===== src/sfp_pkg.sv =====
// Shared types and constants for the serial frame parser with sum check.
// Used by the channel interfaces, the parser, the result buffer and the top level.
`timescale 1ns / 1ps
`default_nettype none

package sfp_pkg;

    localparam int unsigned ByteW       = 8;
    localparam int unsigned CfgIndexW   = 2;
    localparam int unsigned CfgDataW    = 8;
    localparam int unsigned BufDepth    = 3;
    localparam int unsigned BufPtrW     = $clog2(BufDepth);
    localparam int unsigned BufCntW     = $clog2(BufDepth + 1);

    localparam logic [ByteW-1:0] HeadByteReset  = 8'd170;
    localparam logic [ByteW-1:0] MaxLengthReset = 8'd100;

    // Configuration register indexes.
    localparam logic [CfgIndexW-1:0] CFG_HEAD_BYTE  = 2'd0;
    localparam logic [CfgIndexW-1:0] CFG_MAX_LENGTH = 2'd1;

    // Result kinds.
    localparam logic KIND_PAYLOAD = 1'b0;
    localparam logic KIND_END     = 1'b1;

    typedef enum logic [2:0] {
        PH_HEAD = 3'd0,
        PH_ADDR = 3'd1,
        PH_ID   = 3'd2,
        PH_LEN  = 3'd3,
        PH_DATA = 3'd4,
        PH_SUM  = 3'd5,
        PH_ADD  = 3'd6
    } phase_t;

    typedef struct packed {
        logic             kind;
        logic [ByteW-1:0] frame_id;
        logic [ByteW-1:0] payload_byte;
        logic [ByteW-1:0] byte_index;
        logic [ByteW-1:0] frame_length;
        logic             frame_good;
    } result_t;

endpackage

`default_nettype wire


===== src/sfp_result_buf.sv =====
// Three-entry result buffer between the parser and the result channel.
// Depends on sfp_pkg for the result type and depth.
`timescale 1ns / 1ps
`default_nettype none

module sfp_result_buf
    import sfp_pkg::*;
(
    input  wire logic               clk,
    input  wire logic               rst_n,
    input  wire logic               push,
    input  wire result_t            push_data,
    output logic                    out_valid,
    input  wire logic               out_ready,
    output result_t                 out_data,
    output logic [BufCntW-1:0]      count
);

    result_t              mem [BufDepth];
    logic [BufPtrW-1:0]   wr_ptr_reg, wr_ptr_next;
    logic [BufPtrW-1:0]   rd_ptr_reg, rd_ptr_next;
    logic [BufCntW-1:0]   count_reg,  count_next;
    logic                 pop;

    assign pop       = out_valid && out_ready;
    assign out_valid = (count_reg != '0);
    assign out_data  = mem[rd_ptr_reg];
    assign count     = count_reg;

    always_comb
    begin
        wr_ptr_next = wr_ptr_reg;
        rd_ptr_next = rd_ptr_reg;
        count_next  = count_reg;
        if (push)
        begin
            wr_ptr_next = (wr_ptr_reg == BufPtrW'(BufDepth - 1)) ? '0 : wr_ptr_reg + 1'b1;
        end
        if (pop)
        begin
            rd_ptr_next = (rd_ptr_reg == BufPtrW'(BufDepth - 1)) ? '0 : rd_ptr_reg + 1'b1;
        end
        if (push && !pop)
        begin
            count_next = count_reg + 1'b1;
        end
        else if (pop && !push)
        begin
            count_next = count_reg - 1'b1;
        end
    end

    always_ff @(posedge clk or negedge rst_n)
    begin
        if (!rst_n)
        begin
            wr_ptr_reg <= '0;
            rd_ptr_reg <= '0;
            count_reg  <= '0;
        end
        else
        begin
            wr_ptr_reg <= wr_ptr_next;
            rd_ptr_reg <= rd_ptr_next;
            count_reg  <= count_next;
        end
    end

    always_ff @(posedge clk)
    begin
        if (push)
        begin
            mem[wr_ptr_reg] <= push_data;
        end
    end

    a_no_overflow: assert property (@(posedge clk) disable iff (!rst_n)
        push |-> (count_reg < BufCntW'(BufDepth)))
        else $error("result pushed into a full buffer");

    a_count_bounded: assert property (@(posedge clk) disable iff (!rst_n)
        count_reg <= BufCntW'(BufDepth))
        else $error("result buffer count out of range");

    a_count_tracks: assert property (@(posedge clk) disable iff (!rst_n)
        (push && !pop) |=> (count_reg == $past(count_reg) + 1'b1))
        else $error("result buffer count did not follow a push");

endmodule

`default_nettype wire


===== config.mk =====
export PLATFORM = sky130hd
export DESIGN_NAME = sfp_result_buf
export DESIGN_NICKNAME = d
export VERILOG_FILES = /design/src/sfp_pkg.sv /design/src/sfp_result_buf.sv
export SDC_FILE = /design/constraint.sdc
export NUM_CORES = 1
export LEC_CHECK = 0
export ABC_CLOCK_PERIOD_IN_PS = 3320
export BUFFER_PORTS_ARGS = -buffer_cell sky130_fd_sc_hd__buf_4
export CAP_MARGIN = 10
export CORE_MARGIN = 2
export CORE_UTILIZATION = 49
export DETAILED_ROUTE_END_ITERATION = 12
export PLACE_DENSITY = 0.74
export SLEW_MARGIN = 30
export SYNTH_ARGS = -nofsm -noshare
export SYNTH_HDL_FRONTEND = slang
export SYNTH_SLANG_ARGS = --single-unit

===== constraint.sdc =====
create_clock -name clk -period 3.32 [get_ports clk]
set_input_delay 0.166 -clock clk [delete_from_list [all_inputs] [get_ports clk]]
set_output_delay 0.166 -clock clk [all_outputs]
set_load 0.02 [all_outputs]

**Word level (Yosys, flattened, before mapping)**

Memories as Yosys holds them, arrays and structs flattened.
Index checks and enable logic that the tools add are counted.

- Bits in registers: 6
- Bits in writable memories: 102
- Memories kept: 1

Memory list:

| name | depth | width | read ports | clocked after memory_dff | write ports | line | text |
|---|---|---|---|---|---|---|---|
| mem | 3 | 34 | 1 | 0 | 1 | sfp_result_buf.sv:19 | `result_t mem [BufDepth];` |

- $add $sub $neg: 4
- Equality and inequality tests: 2
- Mux-type cells: 6
- Reduce and logical (&&, ||, !) cells: 7

Operators by type and width:

| cell | number |
|---|---|
| $mux 2 | 4 |
| $add 2x1->2 const B | 3 |
| $eq 2x2->1 const B | 2 |
| $reduce_bool 2->1 | 2 |
| $logic_and 1x1->1 | 3 |
| $logic_not 1->1 | 2 |
| $mux 1 | 2 |
| $sub 2x1->2 const B | 1 |

**Longest topological paths before layout**

- Depth after elaboration: 5
- Mapped depth: 5

**Least setup slack after synthesis**

OpenSTA, ideal clock, no wires.

- Kind: reg-to-reg
- Start point: register wr_ptr_reg[0]
- End point: memory mem[2][0] (netlist name), enable pin
- Library setup time: 0.475 ns
- Arrival: 2.944 ns
- Required time: 2.845 ns
- Slack: -0.099 ns
- Stages on the path, launching flop included: 2
- Buffers on the path: 0
- Period minus slack after synthesis: 3.419 ns
- Cell sequence: dfrtp_1 > nor3b_1

RTL lines:

| what | line | text |
|---|---|---|
| start, declared | sfp_result_buf.sv:20 | `logic [BufPtrW-1:0] wr_ptr_reg, wr_ptr_next;` |
| start signal, assigned | sfp_result_buf.sv:63 | `wr_ptr_reg <= wr_ptr_next;` |
| end, declared | sfp_result_buf.sv:19 |  |

Straight into the memory's write port.

==> results <==
- The final HPWL from detailed placement is 3959 um.
- The worst pin sits at a relative slew slack of roughly 57%.
- The repair_antennas step left the layout with diodes totalling 0.
- The maximum vdd ir drop is between 0.3 and 0.4 mV.
- The total overflow left after global routing is 0.
- The number of nets in the synthesized netlist is 280.
- The count of distinct cell types in the synthesized netlist is 22.
- The via count of the first global-routing pass is 2173.
- The count of buffers added on input and output ports is 74.
- Detailed routing inserted a total of 2289 vias.
- The kind of cell adding the most delay to the critical path is flip-flops.
- The run finished with clean final reports.
- The overall routing resource usage is around 15%.
- Measured along the x axis, the die boundary spans roughly 95 um.
- In this run the worst path has a maximum fanout of 39.
- The area enclosed by the die boundary is 9075 sq um.
- The power density over the cells is 805.6 nW/um^2.
- The largest register by flop count is mem.
- The cell area that synthesis handed to floorplanning was 4081 sq um.
- After synthesis, the mean cell area works out to 16.94 sq um.
- For this design the static power due to leakage is 1.975 nW.
- The clock tree from TritonCTS is built.
- The register with the most flip-flops in the layout has 102 of them.
- The type of the tightest min-delay check is input pin to async pin.
- In the final timing run, aggregate negative setup slack is 0 ns.
- The most common flop cell mapped by yosys is sky130_fd_sc_hd__edfxtp_1.
- In this run the count of I/O pins placed on the die edge is 75.
- Counting flops and latches in the post-synthesis netlist gives 108.
- The aggregate routed wire length is 6731 um.
- Summing all placed instances gives a cell area of 4756 sq um.
- The initial detailed-routing violation count is 108.
- The number of H-tree branching levels is 3.
- For the worst-skew pair, the clock arrives at the later sink with an insertion delay of 0.36 ns.
- The total count of max-transition violations in the final report is 0.
- The count of flip-flops with a built-in enable after synthesis is 102.
- The slowest stage of the critical path belongs to the cell sky130_fd_sc_hd__dfrtp_2.
- The number of buffers added by the clock tree synthesis step is 9.
- The post-synthesis sequential area ratio is 78.72%.
- The maximum clock skew at final layout is 0.008599 ns.
- By instance count, the cell type seen most on the critical path is sky130_fd_sc_hd__buf_4.
- Post-CTS repair changed the size of 0 cells.
- The number of standard cells after synthesis is 241.
- The core area is 8134 sq um.
- The share of the clock period used by the worst path after layout is 62.85%.
- The initial antenna violation count was 0.
- The worst setup path is captured at a primary output.
- After routing the design area is 5280 sq um.
- For this design, the sink count on the clock tree is 108.
- The routability-driven placement congestion ratio is between 0.7 and 0.8.
- For this run, the slowest stage of the critical path takes 0.72 ns.
- For the finished layout, the period the worst path requires is approximately 2.1 ns.
- The pin count of the biggest net entering global routing is 40.
- The startpoint type of the worst setup path is a flip-flop.
- In the routed design, unresolved DRC markers number 0.
- The final net count is roughly 390.
- The floorplan has 33 rows.
- Counting the fill cells in the layout gives 589.
- Relative to the synthesized area, the layout overhead comes to 29.37%.
- The number of hold violations in the final report was 0.
- The wire length per cell is 14.48 um.
- Walking the worst path, the cells encountered are buf_4 -> nand2_1 -> o21ai_1 -> buf_4.
- The share of post-route cells with drive strength above 1 is 28.06%.
- The async set-reset flop share out of synthesis is 5.556%.
- The detailed-route vias per instance is 4.923.
- Setup repair after global routing left no endpoint under its margin.
- In this run the vertical extent of the chip is around 95 um.
- The utilization of the core after routing is between 60% and 70%.
- Across the run, the number of max-cap violations was 0.
- At the worst endpoint, the arrival time is 1.92 ns.
- For this run, the number of Yosys warnings is 0.
- The global-route wire length before repair is 10290 um.
- Together, buffers and inverters on the worst path number 2.
- The worst-margin pin slew is 0.6422 ns.
- The maximum count of clock buffers along a single path is 2.
- The count of final setup violators is 0.
- The pre-antenna-repair detailed-routing pass consisted of 4 iterations.
- The upper clock frequency limit is 479.3 MHz.
- STA puts the critical path data required time at 3.15 ns.
- The residual antenna-violating net count after detailed routing is 0.
- The worst setup path is of the flip-flop to primary output kind.
- The root cell of the clock tree is sky130_fd_sc_hd__clkbuf_8.
- The initial cell density of the core is 50.18%.
- The clock input transition at the sequential cells of the worst setup and hold paths is 0.10 ns.
## cell families (layout without fill, tap and decap cells)
| kind of cell | Yosys count | in the layout | share of synthesized area (%) |
|---|---|---|---|
| buffers and inverters | 13 | 132 | 2.697 |
| AND/OR/NAND/NOR | 43 | 43 | 4.231 |
| XOR/XNOR | 3 | 3 | 0.6439 |
| AO/OA/AOI/OAI | 39 | 39 | 5.058 |
| multiplexers | 34 | 34 | 8.339 |
| adder cells (fa/ha/maj) | 1 | 1 | 0.3065 |
| flip-flops | 108 | 108 | 78.72 |
## stage by stage
stage / power [W] / cells / hold WS, ns / setup slack [ns]
2_1_floorplan: 0.002977 / 241 / -0.1296 / 0.01081
3_3_place_gp: 0.003533 / 413 / -0.02302 / 1.362
3_5_place_dp: 0.003567 / 414 / -0.01913 / 1.600
4_1_cts: 0.004302 / 464 / 0.001274 / 1.203
5_1_grt: 0.004493 / 465 / 0.1443 / 1.056
6_report: 0.004254 / 465 / 0.1506 / 1.234
## timing repair
item	in CTS	in global routing
hold buffers	34	1
buffers inserted	0	0
hold endpoints to repair	105	3
## synthesized netlist by cell type (2+ instances only)
master / number / area [sq um]
sky130_fd_sc_hd__dfrtp_1: 6 / 150.1
sky130_fd_sc_hd__nor2_1: 2 / 7.510
sky130_fd_sc_hd__buf_12: 3 / 60.06
sky130_fd_sc_hd__clkbuf_1: 4 / 15.01
sky130_fd_sc_hd__mux2i_1: 34 / 340.3
sky130_fd_sc_hd__xor2_1: 2 / 17.52
sky130_fd_sc_hd__o21ai_1: 28 / 140.1
sky130_fd_sc_hd__o21ai_0: 7 / 35.03
sky130_fd_sc_hd__nor3_1: 2 / 10.01
sky130_fd_sc_hd__a21o_1: 3 / 22.52
sky130_fd_sc_hd__edfxtp_1: 102 / 3063
sky130_fd_sc_hd__buf_2: 3 / 15.01
sky130_fd_sc_hd__nand2_1: 36 / 135.1
## path summary, 6_finish.rpt
check                              startpoint             to  slack, ns  depth (start not counted)
worst max-delay path            rd_ptr_reg[1]    out_data[6]       1.23                          4
worst min-delay path                    rst_n       count[1]       0.15                          2
worst max register to register  wr_ptr_reg[0]     mem[1][15]       1.75                          3
worst min register to register       count[1]       count[1]       0.57                          1
max in group asynchronous               rst_n  rd_ptr_reg[0]       3.03                          2
min in group clk                    out_ready  rd_ptr_reg[1]       0.15                          4
## routing by layer
metal,up-vias,routed length (um),GRT usage [%]
met5,-,0,0
met4,0,121,7.246
met3,9,258,2.925
met2,48,3585,28.52
met1,1108,2765,17.05
li1,1124,-,-
## cells in the final DEF, fill, tap and decap left out, drive strengths merged
| master | count |
|---|---|
| nand2 | 36 |
| nand2b | 1 |
| buf | 80 |
| xor2 | 2 |
| nor2 | 2 |
| clkinv | 4 |
| inv | 4 |
| o21ai | 36 |
| xnor2 | 1 |
| or2 | 1 |
| clkbuf | 9 |
| dlygate4sd3 | 35 |
| a21o | 3 |
| nor3 | 2 |
| ha | 1 |
| dfrtp | 6 |
| edfxtp | 102 |
| nor3b | 1 |
| mux2i | 34 |
## report_power, final
part	leakage, nW	internal (W)	switching [W]
combinational	0.871	0.000699	0.000851
clock	0.0910	0.000279	0.000433
sequential	1.01	0.00175	0.000238
## cell type report
cell class,instances,area (sq um),share of cell area (%)
Clock buffer,9,123.9,2.346
Clock inverter,7,50.05,0.9479
Inverter,1,3.754,0.07109
Multi-Input combinational cell,120,782.0,14.81
Sequential cell,108,3218,60.95
Tap cell,105,131.4,2.488
Timing Repair Buffer,115,970.9,18.39
Note: power is estimated with default switching activity, not from simulation.
