`config.mk`:
```
export PLATFORM = sky130hd
export DESIGN_NAME = sfp_parser
export DESIGN_NICKNAME = d
export VERILOG_FILES = /design/src/sfp_pkg.sv /design/src/sfp_parser.sv
export SDC_FILE = /design/constraint.sdc
export NUM_CORES = 1
export LEC_CHECK = 0
export BUFFER_PORTS_ARGS = -buffer_cell sky130_fd_sc_hd__buf_2
export CORE_AREA = 2 2 69 136
export CTS_CLUSTER_DIAMETER = 50
export DETAILED_ROUTE_END_ITERATION = 10
export DIE_AREA = 0 0 71 138
export PLACE_DENSITY = 0.69
export SLEW_MARGIN = 20
export SYNTH_ARGS = -nofsm -noshare
export SYNTH_HDL_FRONTEND = slang
export SYNTH_SLANG_ARGS = --single-unit
```
`constraint.sdc`:
```
create_clock -name clk -period 4.15 [get_ports clk]
set_input_delay 0.415 -clock clk [delete_from_list [all_inputs] [get_ports clk]]
set_output_delay 0.415 -clock clk [all_outputs]
set_load 0.03 [all_outputs]
```
`src/sfp_pkg.sv`:
```
// Shared types and constants for the serial frame parser with sum check.
// Used by the channel interfaces, the parser, the result buffer and the top level.
`timescale 1ns / 1ps
`default_nettype none

package sfp_pkg;

    localparam int unsigned ByteW       = 8;
    localparam int unsigned CfgIndexW   = 2;
    localparam int unsigned CfgDataW    = 8;
    localparam int unsigned BufDepth    = 3;
    localparam int unsigned BufPtrW     = $clog2(BufDepth);
    localparam int unsigned BufCntW     = $clog2(BufDepth + 1);

    localparam logic [ByteW-1:0] HeadByteReset  = 8'd170;
    localparam logic [ByteW-1:0] MaxLengthReset = 8'd100;

    // Configuration register indexes.
    localparam logic [CfgIndexW-1:0] CFG_HEAD_BYTE  = 2'd0;
    localparam logic [CfgIndexW-1:0] CFG_MAX_LENGTH = 2'd1;

    // Result kinds.
    localparam logic KIND_PAYLOAD = 1'b0;
    localparam logic KIND_END     = 1'b1;

    typedef enum logic [2:0] {
        PH_HEAD = 3'd0,
        PH_ADDR = 3'd1,
        PH_ID   = 3'd2,
        PH_LEN  = 3'd3,
        PH_DATA = 3'd4,
        PH_SUM  = 3'd5,
        PH_ADD  = 3'd6
    } phase_t;

    typedef struct packed {
        logic             kind;
        logic [ByteW-1:0] frame_id;
        logic [ByteW-1:0] payload_byte;
        logic [ByteW-1:0] byte_index;
        logic [ByteW-1:0] frame_length;
        logic             frame_good;
    } result_t;

endpackage

`default_nettype wire

```
`src/sfp_parser.sv`:
```
// Input byte register, configuration registers and the deframing state machine.
// Depends on sfp_pkg; hands one result per byte at most to the result buffer.
`timescale 1ns / 1ps
`default_nettype none

module sfp_parser
    import sfp_pkg::*;
(
    input  wire logic                 clk,
    input  wire logic                 rst_n,
    input  wire logic                 cfg_we,
    input  wire logic [CfgIndexW-1:0] cfg_index,
    input  wire logic [CfgDataW-1:0]  cfg_data,
    input  wire logic                 rx_valid,
    input  wire logic [ByteW-1:0]     rx_byte,
    output logic                      rx_ready,
    input  wire logic [BufCntW-1:0]   buf_count,
    output logic                      res_valid,
    output result_t                   res
);

    logic [ByteW-1:0] head_byte_reg;
    logic [ByteW-1:0] max_length_reg;
    logic             stage_valid_reg;
    logic [ByteW-1:0] byte_reg;

    phase_t           phase_reg,   phase_next;
    logic [ByteW-1:0] id_reg,      id_next;
    logic [ByteW-1:0] len_reg,     len_next;
    logic [ByteW-1:0] count_reg,   count_next;
    logic [ByteW-1:0] sum_reg,     sum_next;
    logic [ByteW-1:0] rx_sum_reg,  rx_sum_next;

    logic             rx_accept;
    logic [BufCntW:0] occupancy;

    // Room is reserved for the byte already in the stage, which may still push a result.
    assign occupancy = {1'b0, buf_count} + {{BufCntW{1'b0}}, stage_valid_reg};
    assign rx_ready  = (occupancy < (BufCntW + 1)'(BufDepth));
    assign rx_accept = rx_valid && rx_ready;

    always_ff @(posedge clk or negedge rst_n)
    begin
        if (!rst_n)
        begin
            head_byte_reg  <= HeadByteReset;
            max_length_reg <= MaxLengthReset;
        end
        else if (cfg_we)
        begin
            case (cfg_index)
                CFG_HEAD_BYTE:  head_byte_reg  <= cfg_data[ByteW-1:0];
                CFG_MAX_LENGTH: max_length_reg <= cfg_data[ByteW-1:0];
                default:        ;
            endcase
        end
    end

    always_ff @(posedge clk or negedge rst_n)
    begin
        if (!rst_n)
        begin
            stage_valid_reg <= 1'b0;
        end
        else
        begin
            stage_valid_reg <= rx_accept;
        end
    end

    always_ff @(posedge clk)
    begin
        if (rx_accept)
        begin
            byte_reg <= rx_byte;
        end
    end

    always_ff @(posedge clk or negedge rst_n)
    begin
        if (!rst_n)
        begin
            phase_reg  <= PH_HEAD;
            id_reg     <= '0;
            len_reg    <= '0;
            count_reg  <= '0;
            sum_reg    <= '0;
            rx_sum_reg <= '0;
        end
        else
        begin
            phase_reg  <= phase_next;
            id_reg     <= id_next;
            len_reg    <= len_next;
            count_reg  <= count_next;
            sum_reg    <= sum_next;
            rx_sum_reg <= rx_sum_next;
        end
    end

    // Next state of the frame parser.
    always_comb
    begin
        phase_next  = phase_reg;
        id_next     = id_reg;
        len_next    = len_reg;
        count_next  = count_reg;
        sum_next    = sum_reg;
        rx_sum_next = rx_sum_reg;
        if (stage_valid_reg)
        begin
            case (phase_reg)
                PH_ADDR:
                begin
                    if (byte_reg == head_byte_reg)
                    begin
                        sum_next = byte_reg;
                    end
                    else
                    begin
                        sum_next   = sum_reg + byte_reg;
                        phase_next = PH_ID;
                    end
                end
                PH_ID:
                begin
                    id_next    = byte_reg;
                    sum_next   = sum_reg + byte_reg;
                    phase_next = PH_LEN;
                end
                PH_LEN:
                begin
                    len_next   = byte_reg;
                    count_next = '0;
                    if (byte_reg > max_length_reg)
                    begin
                        phase_next = PH_HEAD;
                    end
                    else
                    begin
                        sum_next   = sum_reg + byte_reg;
                        phase_next = PH_DATA;
                    end
                end
                PH_DATA:
                begin
                    // A zero length swallows this byte and moves on to the sum byte.
                    if (count_reg < len_reg)
                    begin
                        sum_next   = sum_reg + byte_reg;
                        count_next = count_reg + 8'd1;
                    end
                    if (count_next >= len_reg)
                    begin
                        phase_next = PH_SUM;
                    end
                end
                PH_SUM:
                begin
                    rx_sum_next = byte_reg;
                    phase_next  = PH_ADD;
                end
                PH_ADD:
                begin
                    phase_next = PH_HEAD;
                end
                default:
                begin
                    phase_next = PH_HEAD;
                    if (byte_reg == head_byte_reg)
                    begin
                        sum_next   = byte_reg;
                        phase_next = PH_ADDR;
                    end
                end
            endcase
        end
    end

    // Result beat for the byte in the stage.
    always_comb
    begin
        res_valid        = 1'b0;
        res.kind         = KIND_PAYLOAD;
        res.frame_id     = id_reg;
        res.payload_byte = '0;
        res.byte_index   = '0;
        res.frame_length = len_reg;
        res.frame_good   = 1'b0;
        case (phase_reg)
            PH_DATA:
            begin
                if (count_reg < len_reg)
                begin
                    res_valid        = stage_valid_reg;
                    res.payload_byte = byte_reg;
                    res.byte_index   = count_reg;
                end
            end
            PH_ADD:
            begin
                res_valid      = stage_valid_reg;
                res.kind       = KIND_END;
                res.frame_good = (rx_sum_reg == sum_reg);
            end
            default: ;
        endcase
    end

    a_index_in_frame: assert property (@(posedge clk) disable iff (!rst_n)
        (res_valid && res.kind == KIND_PAYLOAD) |-> (res.byte_index < res.frame_length))
        else $error("payload beat index beyond the declared length");

    a_end_returns_to_hunt: assert property (@(posedge clk) disable iff (!rst_n)
        (stage_valid_reg && phase_reg == PH_ADD) |=> (phase_reg == PH_HEAD))
        else $error("parser did not return to hunting after the add byte");

    a_data_reached_by_length: assert property (@(posedge clk) disable iff (!rst_n)
        (phase_reg == PH_DATA && !$past(phase_reg == PH_DATA)) |-> $past(phase_reg == PH_LEN))
        else $error("payload phase entered from a phase other than length");

endmodule

`default_nettype wire

```
# == Word-level counts from Yosys, hierarchy flattened ==
# Index checks and enable logic that the tools add are counted.
# classes
magnitude_cmp,4
n_eq_ne,13
bitwise_logic,1
n_reduce_logical,13
muxes,20
n_addsub,3
# ops
operator,n
two-way mux 8 bit,7
case mux 8 bit (5 select lines),1
two-way mux 16 bit,2
case mux 3 bit (6 select lines),1
equality test 8 bit,2
case mux 8 bit (2 select lines),1
AND reduction 2 bit,6
"equality test 3 bit, second input constant",3
two-way mux 3 bit,3
"adder 8 x 1 -> 8 bit, second input constant",1
adder 8 bit,1
>= comparator 8 bit,1
> comparator 8 bit,1
< comparator 8 bit,1
"inequality test 2 bit, second input constant",4
"equality test 3 x 2 -> 1 bit, second input constant",2
AND reduction 5 bit,1
nonzero test 5 bit,1
two-way mux 1 bit,4
adder 2 x 1 -> 3 bit,1
"equality test 3 x 1 -> 1 bit, second input constant",1
"< comparator 3 x 2 -> 1 bit, second input constant",1
AND reduction 3 bit,1
"equality test 2 x 1 -> 1 bit, second input constant",1
6 further kinds,6
# word_totals
input_bits,24
regBits,68
out_inout_bits,36
word_cells,64

# == Logic depth before layout (Yosys ltp) ==
# depth
word_depth,7
mapped_depth,17
depth_no_buf,16

# == Worst setup path before layout ==
# Ideal clock, no wire load.
# synth_path
kind,reg2reg
start,"reg, netlist name len_reg[7]"
end,reg id_reg[0]
synth_period_minus_slack_ns,3.752
required_time_ns,4.025
arrival_time_ns,3.627
path_stages_with_launch,18
slack_ns,0.398
path_buffers,1
setup_ns,0.125
cell_sequence,dfrtp_1 -> inv_1 -> ha_1 -> and3_1 -> nand2_1 -> or3_4 -> nand2_2 -> inv_1 -> clkbuf_1 -> ha_1 -> inv_1 -> ha_1 -> nand2b_1 -> a21oi_1 -> o21a_1 -> o21ai_1 -> nand4_2 -> mux2_2
# synth_rtl
element,line_no,source
to (signal assigned),sfp_parser.sv:93,id_reg <= id_next;
to (decl),sfp_parser.sv:28,"logic [ByteW-1:0] id_reg, id_next;"

==> results.cfg <==
[die]
die_h_um = 138
fp.dieW_um = 71
initial_core_util_pct = 47.99
core_area_um2 = 8890
die_area_um2 = 9798
rows = 49
io_pins = 60

[global_routing]
grt_pass1_wl_mm = 17.06
met3_usage_pct = 4.373
grt-ovfl-total = 0
grt_pass1_vias = 3437
grt_util_met1_pct = 24.32
busiest_layer = met2
grt.met2_usage_pct = 40.09
track_usage_pct = 22.71
antenna_found_initial = 0
grt_max_degree = 61

[logic_synthesis]
synth_ff_type = dfrtp_1
yosysWarnings = 0
synth-seq-cells = 68
syn_nets = 447
yosysTopAreaCell = dfrtp_1
ys_seq_area_share_pct = 41.03
ys_types = 68
avgSynthCellArea_um2 = 11.00
async_flop_share_pct = 88.24
synth.most_common_cell = dfrtp_1
synth_top_area_share_pct = 31.09
yosys-top-cells-count = dfrtp_1, mux2_2, ha_1, o21ai_0, nand2_1
synth_cells = 388
synth_edf_count = 8
ys_top_cells_by_area = dfrtp_1, mux2_2, ha_1
syn_area_um2 = 4267

[setup_path]
worstPathRequired_ns = 4.37
crit_path_frequent_cell = ha_1
reg2reg_slack_ns = 0.30
crit_fanout = 9
max_stage_delay_ns = 0.43
startpoint_type = register
worstSetupEndpointType = register
cp_data_arrival_time_ns = 4.07
r2r-end = id_reg[2]
reg2regPathDepth = 15
crit_chain = ha_1 -> and3_1 -> nand2_1 -> or3_4 -> nand2_2 -> inv_1 -> ha_1 -> inv_1 -> ha_1 -> nand2b_1 -> a21oi_1 -> o21a_1 -> o21ai_1 -> nand4_2 -> mux2_2
critPathSlowestCell = dfrtp_1
r2r-start = count_reg[7]
path_class = register to register

[clock_network]
clk_latency_ns = 0.34
cts.clk_slew.worst_paths_ns = 0.06
cts_buffers = 9
root_buffer = clkbuf_16
cts_resized = 0
htreeDepth = 3
clock_path_buffers = 2
cts_setup_buffers = 0
clock_sinks = 68
cts_tree = done
cts_hold_buf = 0

[sta]
worst_slew_pin_slew_ns = 0.8698
hold_ws_ns = 0.2266
max_freq_ghz = 0.2596
rsz0062_at_grt = false
min_period_ns = 3.852
tns_ns = 0
clock_skew_ns = 0.006556
min_period_over_period_pct = 92.82
slew_headroom_pct = 41.70
final_hold_viol_count = 0
finalSetupViolCount = 0
worst_slack_ns = 0.2981
final_max_slew_viol_count = 0

[pwr]
p_comb_share_pct = 41.8
internal-power_w = 0.002110
clock_power_share_pct = 26.1
p_per_area_nw_per_um2 = 686.3
vdd_drop_max_uv = 320.8
sw_frac_of_total_pct = 38.49
p_seq_share_pct = 32.1
p_leak_nw = 2.411
p_switching_w = 0.001320

[layout]
layout-drive-gt1-share_pct = 32.09
diodes = 0
finalNetCount = 509
syn_to_final_growth_pct = 17.16
num-fill-cells = 788

[detailed_routing]
drt_pass1_iterations = 4
antenna_left = 0
vias = 3285
wl_per_cell_um = 18.63
drc = 0
drt_iter0_markers = 135
routed_wl_mm = 10.38
routed_via_density = 5.898

[placement]
place_hpwl_mm = 7.830
place_ws_ns = 0.3194
port_buffers = 59
gp_congestion = 0.8844

[status]
status = completed

[min_path]
hp-class = input port to asynchronous set/reset pin

[job]
cap_viol_max_count = 0
power by group through the flow:
| stage | sequential, W | clock [W] | combinational (W) |
|---|---|---|---|
| after detailed placement | 0.00111 | 0 | 0.00143 |
| after floorplan | 0.00117 | 0 | 0.00101 |
| after global placement | 0.00111 | 0 | 0.00139 |
| final | 0.00110 | 0.000896 | 0.00143 |
| after global routing | 0.00113 | 0.000942 | 0.00157 |
| after CTS | 0.00110 | 0.000912 | 0.00144 |
area by class of cell:
type                            count  area [um2]  share of cell area (%)
Multi-Input combinational cell    289        2375                   47.51
Sequential cell                    68        1750                   35.02
Timing Repair Buffer               62       317.8                   6.358
Clock buffer                       11       242.7                   4.856
Tap cell                          102       127.6                   2.553
Clock inverter                      5       107.6                   2.153
Inverter                           20       77.57                   1.552
critical path, delay by kind of cell (launching register included):
kind | cells | cell delay (ns)
AO/OA/AOI/OAI | 3 | 0.57
AND/OR/NAND/NOR | 6 | 1.31
buffers and inverters | 2 | 0.12
multiplexers | 1 | 0.37
flip-flops | 1 | 0.43
adder cells (fa/ha/maj) | 3 | 0.93
cells by family after synthesis:
family          count (synthesis)  synth area share, %
mux                            45                11.82
fa+ha+maj                      35                10.44
simple gates                   96                13.61
xor+xnor                       29                6.129
compound gates                 84                13.67
flops                          68                41.03
buf+inv                        31                3.314
worst max-delay path by stage:
stage | startpoint | slack [ns] | end | depth (start not counted)
floorplan | len_reg[7] | 0.40 | id_reg[0] | 17
global placement | count_reg[7] | 0.42 | id_reg[4] | 15
detailed placement | count_reg[7] | 0.32 | id_reg[3] | 15
CTS | count_reg[7] | 0.30 | id_reg[3] | 15
global route | count_reg[7] | 0.05 | id_reg[2] | 15
finish | count_reg[7] | 0.30 | id_reg[2] | 15
through the flow:
step	power (W)	utilization [%]	cell area [um2]	cells
global route	0.003648	56.23	4999	557
detailed placement	0.002543	52.29	4648	541
finish	0.003430	56.23	4999	557
global placement	0.002493	52.29	4648	541
CTS	0.003455	56.23	4999	557
floorplan	0.002177	-	4267	388
per-layer routing:
layer	vias to the layer above	part of all wire (%)
li1	1555	-
met1	1587	37
met2	106	54
met3	37	4.3
met4	0	5.2
met5	-	0
placed cells by master (no fill, tap or decap), drive strengths merged, types with 18 or more instances in the layout:
master,synthesis,final
ha,34,34
a21oi,18,18
mux2,40,40
inv,20,21
dfrtp,53,53
and3,21,21
o21ai,28,28
nand2,23,23
buf,7,62
xnor2,21,21
Power figures use the tool's default switching activity.
